$ cat src/hdl/isq_pkg.sv
// isq_pkg: shared types and codes for the indexed sequence store
// holds command and result structs, action and status codes, controller states
// no dependencies
`timescale 1ns / 1ps

package isq_pkg;

    localparam int DATA_W = 32;

    typedef enum logic [2:0] {
        ACT_PUSH_FRONT = 3'd0,
        ACT_PUSH_BACK  = 3'd1,
        ACT_REMOVE     = 3'd2,
        ACT_READ       = 3'd3,
        ACT_WRITE      = 3'd4,
        ACT_CLEAR      = 3'd5
    } t_action;

    typedef enum logic [1:0] {
        STAT_OK    = 2'd0,
        STAT_FULL  = 2'd1,
        STAT_RANGE = 2'd2
    } t_status;

    typedef enum logic [2:0] {
        S_IDLE,
        S_MOVE,
        S_DRAIN,
        S_HEAD,
        S_READ
    } t_state;

    typedef struct packed {
        logic [2:0]               action;
        logic [7:0]               position;
        logic signed [DATA_W-1:0] value;
    } t_cmd;

    typedef struct packed {
        logic signed [DATA_W-1:0] read_value;
        logic [8:0]               length;
        logic [1:0]               status;
    } t_result;

endpackage

$ cat src/hdl/isq_ctrl.sv
// isq_ctrl: operation sequencer, element count and result register
// drives the isq_mem ports; depends on isq_pkg
`timescale 1ns / 1ps

module isq_ctrl #(
    parameter int CAPACITY = 256
) (
    input  logic                                  i_clk,
    input  logic                                  i_rst_n,
    input  logic                                  i_start,
    output logic                                  o_busy,
    input  isq_pkg::t_cmd                         i_cmd,
    output logic                                  o_valid,
    output isq_pkg::t_result                      o_result,
    output logic                                  o_wr_en,
    output logic [$clog2(CAPACITY)-1:0]           o_wr_addr,
    output logic signed [isq_pkg::DATA_W-1:0]     o_wr_data,
    output logic                                  o_rd_en,
    output logic [$clog2(CAPACITY)-1:0]           o_rd_addr,
    input  logic signed [isq_pkg::DATA_W-1:0]     i_rd_data
);

    localparam int AW = $clog2(CAPACITY);
    localparam int CW = $clog2(CAPACITY + 1);

    isq_pkg::t_state r_state, n_state;
    logic [CW-1:0]   r_count, n_count;
    logic [2:0]      r_op, n_op;
    logic signed [isq_pkg::DATA_W-1:0] r_val, n_val;
    logic [AW-1:0]   r_idx, n_idx;
    logic [AW-1:0]   r_waddr, n_waddr;
    logic            r_pend, n_pend;
    logic            r_valid, n_valid;
    isq_pkg::t_result r_result, n_result;

    logic                              full;
    logic                              pos_bad;
    logic                              pos_last;
    logic                              idx_last;
    logic                              is_front;
    logic                              fin;
    logic [1:0]                        fin_status;
    logic signed [isq_pkg::DATA_W-1:0] fin_rd;

    // decode against the current length
    assign full     = (r_count == CW'(CAPACITY));
    assign pos_bad  = ({{CW{1'b0}}, i_cmd.position} >= {8'd0, r_count});
    assign pos_last = (({{CW{1'b0}}, i_cmd.position} + (CW + 8)'(1)) == {8'd0, r_count});
    assign idx_last = ((CW'(r_idx) + CW'(1)) == r_count);
    assign is_front = (r_op == isq_pkg::ACT_PUSH_FRONT);

    // next state
    always_comb begin
        n_state = r_state;
        case (r_state)
            isq_pkg::S_IDLE: begin
                if (i_start) begin
                    case (i_cmd.action)
                        isq_pkg::ACT_PUSH_FRONT: begin
                            if (!full && (r_count != '0)) n_state = isq_pkg::S_MOVE;
                        end
                        isq_pkg::ACT_REMOVE: begin
                            if (!pos_bad && !pos_last) n_state = isq_pkg::S_MOVE;
                        end
                        isq_pkg::ACT_READ: begin
                            if (!pos_bad) n_state = isq_pkg::S_READ;
                        end
                        default: n_state = isq_pkg::S_IDLE;
                    endcase
                end
            end
            isq_pkg::S_MOVE: begin
                if (is_front ? (r_idx == '0) : idx_last) n_state = isq_pkg::S_DRAIN;
            end
            isq_pkg::S_DRAIN: n_state = is_front ? isq_pkg::S_HEAD : isq_pkg::S_IDLE;
            isq_pkg::S_HEAD:  n_state = isq_pkg::S_IDLE;
            isq_pkg::S_READ:  n_state = isq_pkg::S_IDLE;
            default:          n_state = isq_pkg::S_IDLE;
        endcase
    end

    // memory requests and register updates
    always_comb begin
        n_count    = r_count;
        n_op       = r_op;
        n_val      = r_val;
        n_idx      = r_idx;
        n_waddr    = r_waddr;
        n_pend     = r_pend;
        o_wr_en    = 1'b0;
        o_wr_addr  = r_waddr;
        o_wr_data  = i_rd_data;
        o_rd_en    = 1'b0;
        o_rd_addr  = r_idx;
        fin        = 1'b0;
        fin_status = isq_pkg::STAT_OK;
        fin_rd     = '0;
        case (r_state)
            isq_pkg::S_IDLE: begin
                if (i_start) begin
                    n_op  = i_cmd.action;
                    n_val = i_cmd.value;
                    case (i_cmd.action)
                        isq_pkg::ACT_PUSH_FRONT: begin
                            if (full) begin
                                fin        = 1'b1;
                                fin_status = isq_pkg::STAT_FULL;
                            end else if (r_count == '0) begin
                                o_wr_en   = 1'b1;
                                o_wr_addr = '0;
                                o_wr_data = i_cmd.value;
                                n_count   = r_count + CW'(1);
                                fin       = 1'b1;
                            end else begin
                                n_idx  = AW'(r_count - CW'(1));
                                n_pend = 1'b0;
                            end
                        end
                        isq_pkg::ACT_PUSH_BACK: begin
                            fin = 1'b1;
                            if (full) begin
                                fin_status = isq_pkg::STAT_FULL;
                            end else begin
                                o_wr_en   = 1'b1;
                                o_wr_addr = AW'(r_count);
                                o_wr_data = i_cmd.value;
                                n_count   = r_count + CW'(1);
                            end
                        end
                        isq_pkg::ACT_REMOVE: begin
                            if (pos_bad) begin
                                fin        = 1'b1;
                                fin_status = isq_pkg::STAT_RANGE;
                            end else if (pos_last) begin
                                n_count = r_count - CW'(1);
                                fin     = 1'b1;
                            end else begin
                                n_idx  = AW'(i_cmd.position) + AW'(1);
                                n_pend = 1'b0;
                            end
                        end
                        isq_pkg::ACT_READ: begin
                            if (pos_bad) begin
                                fin        = 1'b1;
                                fin_status = isq_pkg::STAT_RANGE;
                            end else begin
                                o_rd_en   = 1'b1;
                                o_rd_addr = AW'(i_cmd.position);
                            end
                        end
                        isq_pkg::ACT_WRITE: begin
                            fin = 1'b1;
                            if (pos_bad) begin
                                fin_status = isq_pkg::STAT_RANGE;
                            end else begin
                                o_wr_en   = 1'b1;
                                o_wr_addr = AW'(i_cmd.position);
                                o_wr_data = i_cmd.value;
                            end
                        end
                        isq_pkg::ACT_CLEAR: begin
                            n_count = '0;
                            fin     = 1'b1;
                        end
                        default: fin = 1'b1;
                    endcase
                end
            end
            isq_pkg::S_MOVE: begin
                // read one entry, write back the one fetched last cycle
                o_rd_en = 1'b1;
                o_wr_en = r_pend;
                n_pend  = 1'b1;
                if (is_front) begin
                    n_waddr = r_idx + AW'(1);
                    n_idx   = r_idx - AW'(1);
                end else begin
                    n_waddr = r_idx - AW'(1);
                    n_idx   = r_idx + AW'(1);
                end
            end
            isq_pkg::S_DRAIN: begin
                o_wr_en = 1'b1;
                if (!is_front) begin
                    n_count = r_count - CW'(1);
                    fin     = 1'b1;
                end
            end
            isq_pkg::S_HEAD: begin
                o_wr_en   = 1'b1;
                o_wr_addr = '0;
                o_wr_data = r_val;
                n_count   = r_count + CW'(1);
                fin       = 1'b1;
            end
            isq_pkg::S_READ: begin
                fin    = 1'b1;
                fin_rd = i_rd_data;
            end
            default: fin = 1'b0;
        endcase
        n_valid             = fin;
        n_result.read_value = fin_rd;
        n_result.length     = 9'(n_count);
        n_result.status     = fin_status;
    end

    always_ff @(posedge i_clk) begin
        if (!i_rst_n) begin
            r_state <= isq_pkg::S_IDLE;
            r_count <= '0;
            r_valid <= 1'b0;
            r_pend  <= 1'b0;
        end else begin
            r_state <= n_state;
            r_count <= n_count;
            r_valid <= n_valid;
            r_pend  <= n_pend;
        end
    end

    always_ff @(posedge i_clk) begin
        r_op     <= n_op;
        r_val    <= n_val;
        r_idx    <= n_idx;
        r_waddr  <= n_waddr;
        r_result <= n_result;
    end

    assign o_busy   = (r_state != isq_pkg::S_IDLE);
    assign o_valid  = r_valid;
    assign o_result = r_result;

`ifndef SYNTH
    a_count_bound: assert property (@(posedge i_clk) disable iff (!i_rst_n)
        r_count <= CW'(CAPACITY))
        else $error("element count above capacity");

    a_no_port_clash: assert property (@(posedge i_clk) disable iff (!i_rst_n)
        (o_wr_en && o_rd_en) |-> (o_wr_addr != o_rd_addr))
        else $error("read and write of the same entry in one cycle");

    a_start_progress: assert property (@(posedge i_clk) disable iff (!i_rst_n)
        (i_start && !o_busy) |=> (o_busy || o_valid))
        else $error("accepted command neither busy nor finished");

    a_length_match: assert property (@(posedge i_clk) disable iff (!i_rst_n)
        o_valid |-> (o_result.length == 9'(r_count)))
        else $error("reported length differs from element count");
`endif

endmodule

$ cat config.mk
export PLATFORM = sky130hd
export DESIGN_NAME = isq_ctrl
export DESIGN_NICKNAME = d
export VERILOG_FILES = /design/src/hdl/isq_pkg.sv /design/src/hdl/isq_ctrl.sv
export SDC_FILE = /design/constraint.sdc
export NUM_CORES = 1
export LEC_CHECK = 0
export BUFFER_PORTS_ARGS = -buffer_cell sky130_fd_sc_hd__buf_2
export CAP_MARGIN = 20
export CELL_PAD_IN_SITES_DETAIL_PLACEMENT = 1
export CELL_PAD_IN_SITES_GLOBAL_PLACEMENT = 1
export CORE_MARGIN = 10
export CORE_UTILIZATION = 40
export CTS_CLUSTER_DIAMETER = 150
export DETAILED_ROUTE_END_ITERATION = 16
export MAX_ROUTING_LAYER = met4
export PLACE_DENSITY = 0.85
export SLEW_MARGIN = 30
export SYNTH_ARGS = -nofsm -noshare
export SYNTH_HDL_FRONTEND = slang
export SYNTH_SLANG_ARGS = --single-unit
$ cat constraint.sdc
create_clock -name i_clk -period 4.5 [get_ports i_clk]
set_clock_uncertainty 0.1 [all_clocks]
set_input_delay 0.45 -clock i_clk [delete_from_list [all_inputs] [get_ports i_clk]]
set_output_delay 0.45 -clock i_clk [all_outputs]
set_load 0.05 [all_outputs]
# After elaboration in Yosys (flattened, before gate mapping)
# Index checks and enable logic that the tools add are counted.
# word_totals
register_bits,108
inputBits,78
out_inout_bits,95
elab_cells,134
# classes
n_addsub,7
magnitude_cmp,1
eq_ne,22
mux,73
n_reduce_logical,20
# op_table
operator,n
$mux W32,5
$mux W8,16
$pmux W32 S3,1
$pmux W32 S2,1
$mux W9,7
$pmux W8 S2,3
$pmux W9 S4,1
$pmux W9 S3,1
$pmux W8 S3,1
$ne A3 B3 Y1 const B,7
$mux W1,20
$add A8 B1 Y9 const B,2
$eq A9 B9 Y1,2
$pmux W3 S3,2
$add A8 B1 Y8 const B,2
$mux W3,5
$eq A3 B2 Y1 const B,4
$pmux W1 S3,4
$add A9 B1 Y9 const B,1
$eq A3 B3 Y1 const B,3
$eq A9 B9 Y1 const B,1
$ge A8 B9 Y1,1
$logic_not A3 Y1,3
$logic_not A9 Y1,1
other kinds (19),29

# Longest topological paths before layout
# depth
depth_word,8
ltp_mapped,13
mapped_depth_nobuf,9

# Worst setup path after synthesis
# Ideal clock, no wire load.
# synth_path
path_kind,reg-to-output
start,reg r_count[4]
end,out o_rd_addr[0]
t_arrival_ps,3660
required_ps,3950
path_slack_ps,290
path_stages_with_launch,13
path_buffers,4
cell_sequence,dfxtp_1 clkbuf_1 clkbuf_1 inv_1 ha_1 a211o_1 o211ai_1 o211ai_1 nand2_1 clkbuf_1 nand4_1 clkbuf_1 o21ai_0
# synth_via
elab_chain_len,5
# synth_rtl
element,line_no,rtl
from (decl),isq_ctrl.sv:27,"logic [CW-1:0] r_count, n_count;"
from (signal assigned),isq_ctrl.sv:216,r_count <= n_count;
$ge A8 B9 Y1,isq_ctrl.sv:47,"assign pos_bad = ({{CW{1'b0}}, i_cmd.position} >= {8'd0, r_count});"
$mux W8,isq_ctrl.sv:143,if (pos_bad) begin
$mux W8,isq_ctrl.sv:103,case (i_cmd.action)
$mux W8,isq_ctrl.sv:100,if (i_start) begin
$mux W8,isq_ctrl.sv:98,case (r_state)
to (decl),isq_ctrl.sv:19,"output logic [$clog2(CAPACITY)-1:0] o_rd_addr,"
# Every way passes these cells.

# Final worst setup path
# layout_path
start,reg r_count[6]
end,out o_wr_addr[0]
# layout_via
elab_chain_len,6
elab_cells_between_ends,10
cone_classes,order compare: 1; eq/ne: 1; mux: 7; reduce/logical: 1
# layout_rtl
element,line_no,rtl
"parallel branches: the longest is 3 deep, another holds $ge A8 B9 Y1",--,
$pmux W8 S3 (*),isq_ctrl.sv:103,
$mux W8 (*),isq_ctrl.sv:100,
$pmux W8 S2 (*),isq_ctrl.sv:98,
to (decl),isq_ctrl.sv:16,"output logic [$clog2(CAPACITY)-1:0] o_wr_addr,"
# Every way passes the cells marked *.

==> summary.txt <==
Run status
  • Outcome: complete, no violations

Routing
  • Routed Antenna Nets: 0
  • Wire per inst: 24.4 um
  • Drt first pass iters: 5
  • Vias: 6767
  • Vias/cell: a little over 6
  • Total routed wirelength: roughly 27 mm
  • DRT iter0 DRCs: 556
  • Residual DRC: 0

Yosys
  • Sequential area share after synthesis: about two fifths
  • Cell taking the most area after synthesis: edfxtp_1
  • Synth cell types: between 70 and 80
  • Dominant synthesized flop cell: dfxtp_1
  • XOR/XNOR Fraction of Synth Area: 7.55%
  • Simple-gate share of the synthesized area: between 10% and 20%
  • Synthesis Warnings: 0
  • Synth Area in Adders: roughly 2.8%
  • Synth Area in Compound Gates: between 20% and 30%
  • Ys async rst share: 0%
  • Synth top area share: 22.7%
  • Syn_area_per_cell: about 9.1 um2
  • Top cells by area, synth: edfxtp_1 (23%), dfxtp_1 (17%), xnor2_1 (5.3%)
  • Mapped Cells: 738
  • Seq cells post-synth: between 100 and 150
  • Largest family of logic cells by synthesized area: compound AO/OA/AOI/OAI gates
  • Syn nets: roughly 830
  • EDFF count, synth: 51
  • Cell Area, Synth: between 6000 and 7000 um2
  • Post-synthesis mux area share: under 10%

Floorplanning
  • Chip Width: 150 um
  • Initial Util: between 40% and 50%
  • IO Pins: about 170
  • Core footprint: ~17000 um2
  • Floorplan row count: between 40 and 50
  • Die H: ~150 um
  • Die area: about 22000 um2

Cells and area
  • Layout Nets: 975
  • Finished Core Util: approximately 50%
  • Area grow syn2layout: 19.8%
  • Commonest non-fill, non-tap cell in the layout: buf_2
  • Fillers: 1985
  • Most frequent cells in the layout: buf_2 (171), dfxtp_1 (57), nand2_1 (52), edfxtp_1 (51), nor2_1 (48)
  • Share of cells above drive strength 1: between 20% and 30%

Power and ir drop
  • Lkg Pwr: between 3 and 4 nW
  • Power per cell area: around 350 nW/um2
  • Overall Power: ~2.9 mW
  • Peak VDD IR: approximately 210 uV

Critical path
  • CP startpoint: r_count[6]
  • Critical path class: reg2out
  • Req. time, crit path: between 3000 and 4000 ps
  • Crit path capture type: primary output
  • Arrival time at the worst endpoint: approximately 3600 ps
  • Reg-to-reg slack, setup: roughly 1200 ps
  • R2R cell count: 8
  • Worst flop-to-flop path startpoint: r_count[5]
  • FF-to-FF End: o_result[8]
  • Crit start category: register
  • CP max FO: 8

Placement
  • DPL Wire Length: slightly above 20 mm
  • Gpl congestion: between 1 and 1.5
  • Pre-CTS setup slack: between 700 and 800 ps
  • PortBufs: 172

Timing
  • Final setup fails: 0
  • Slew margin rel.: 34.3%
  • Max Slew Vio Count: 0
  • Tmin final: between 4000 and 5000 ps
  • Hold Violations, Final: 0
  • RSZ-0062 raised after global routing: no
  • Worst-margin pin slew: about 980 ps
  • Post-route setup TNS: 0 ps
  • Max frequency: 239 MHz
  • Tcrit/Tclk final: between 90 and 100%
  • Final setup margin: about 320 ps

Global routing
  • Largest net degree at the start of global routing: 36
  • Met2 usage: about 38%
  • Vias in the first global route: between 6000 and 7000
  • Global-route track usage on met1: roughly 30%
  • GRT busiest layer: met2
  • GRT Resource Usage Total: a little under a quarter
  • Global-route wire length before repair: between 40 and 50 mm
  • Initial antenna violation count: 1
  • Met3 usage: between 5 and 6%
  • Grt ovf: 0

CTS
  • PostCTS Resize Cnt: 0
  • Clock-pin slew on the worst setup and hold paths: 90 ps
  • H-tree Lvls: 3
  • Skew-Pair Late Insertion Delay: roughly 370 ps
  • Clk root buf: clkbuf_16
  • CTS tree: yes
  • Clk sinks: around 110
  • TritonCTS buffer count: 9
  • Setup Fix Bufs, Post-CTS: 0
  • Clock tree buffer depth: 2
  • Hold_buf cts: 0

Min path
  • Worst Hold Path Cells: 1
  • Worst min-delay path class: in2reg
  • Hold_sp: i_cmd[17]
  • Hold Path End: r_val[17]

Job
  • Max-Cap Viols: 0
synthesized netlist by cell type, types with 13 or more instances:
cell type and number:
and3_1 37, a22o_1 29, dfxtp_1 57, xnor2_1 41, a21o_1 32, nor2_1 49
clkbuf_1 39, edfxtp_1 51, o211ai_1 13, o21ai_0 31, nand2_1 52, a21oi_1 33
ha_1 15, nand3_1 24, inv_1 19, nor3_1 20
layout make-up:
type	instances	area [um2]	area share (%)
Sequential cell	108	2670	33.1
Clock inverter	6	57.6	0.712
Tap cell	220	275	3.41
Multi-Input combinational cell	543	3690	45.7
Inverter	25	93.8	1.16
Clock buffer	10	239	2.96
Antenna cell	2	5.00	0.0619
Timing Repair Buffer	195	1050	13.0
power by group:
part	leakage [nW]	switching (mW)	total (mW)	internal, mW
combinational	2.49	0.624	0.910	0.286
sequential	0.948	0.0503	1.15	1.10
clock	0.144	0.407	0.810	0.403
sequential cells by signal (all words and copies together), names as in the netlist:
name,cells
o_result,43
o_valid,1
r_count,9
r_idx,8
r_op,3
r_pend,1
r_state,3
r_val,32
r_waddr,8
cells by family (layout without fill, tap and decap cells):
kind of cell,after synthesis,count (layout)
AND/OR/NAND/NOR,233,233
XOR/XNOR,55,55
multiplexers,10,10
flip-flops,108,108
adder cells (fa/ha/maj),15,15
other,0,2
AO/OA/AOI/OAI,230,230
buffers and inverters,87,236
routing by layer:
layer,vias to the layer above,share of wire (%)
met4,0,2.5
met3,57,9.2
met5,-,0
met2,323,46
li1,3048,-
met1,3339,42
how the worst max path moves through the flow:
stage,endpoint,slack (ps),cells past startpoint
after floorplan,o_rd_addr[0],290,12
after global placement,o_wr_addr[0],780,11
after detailed placement,o_wr_data[2],720,11
after CTS,o_wr_data[2],290,11
after global routing,o_wr_data[2],140,11
final,o_wr_addr[0],320,10
critical path: stages (launching register included):
cell and delay (ps):
dfxtp_1 570, inv_1 210, ha_1 340, and4_1 200
o21ai_1 100, o211ai_1 280, a21oi_1 290, a221o_1 440
o41ai_1 400, a21oi_1 200, buf_12 230
stage by stage:
| stage | cell area [um2] | std cells | hold slack (ps) |
|---|---|---|---|
| finish | 8080 | 1109 | 180 |
| global route | 8080 | 1108 | 173 |
| CTS | 8070 | 1107 | 172 |
| detailed placement | 7770 | 1091 | 411 |
| global placement | 7770 | 1091 | 398 |
| floorplan | 6750 | 738 | 378 |
(Power assumes the default switching activity.)
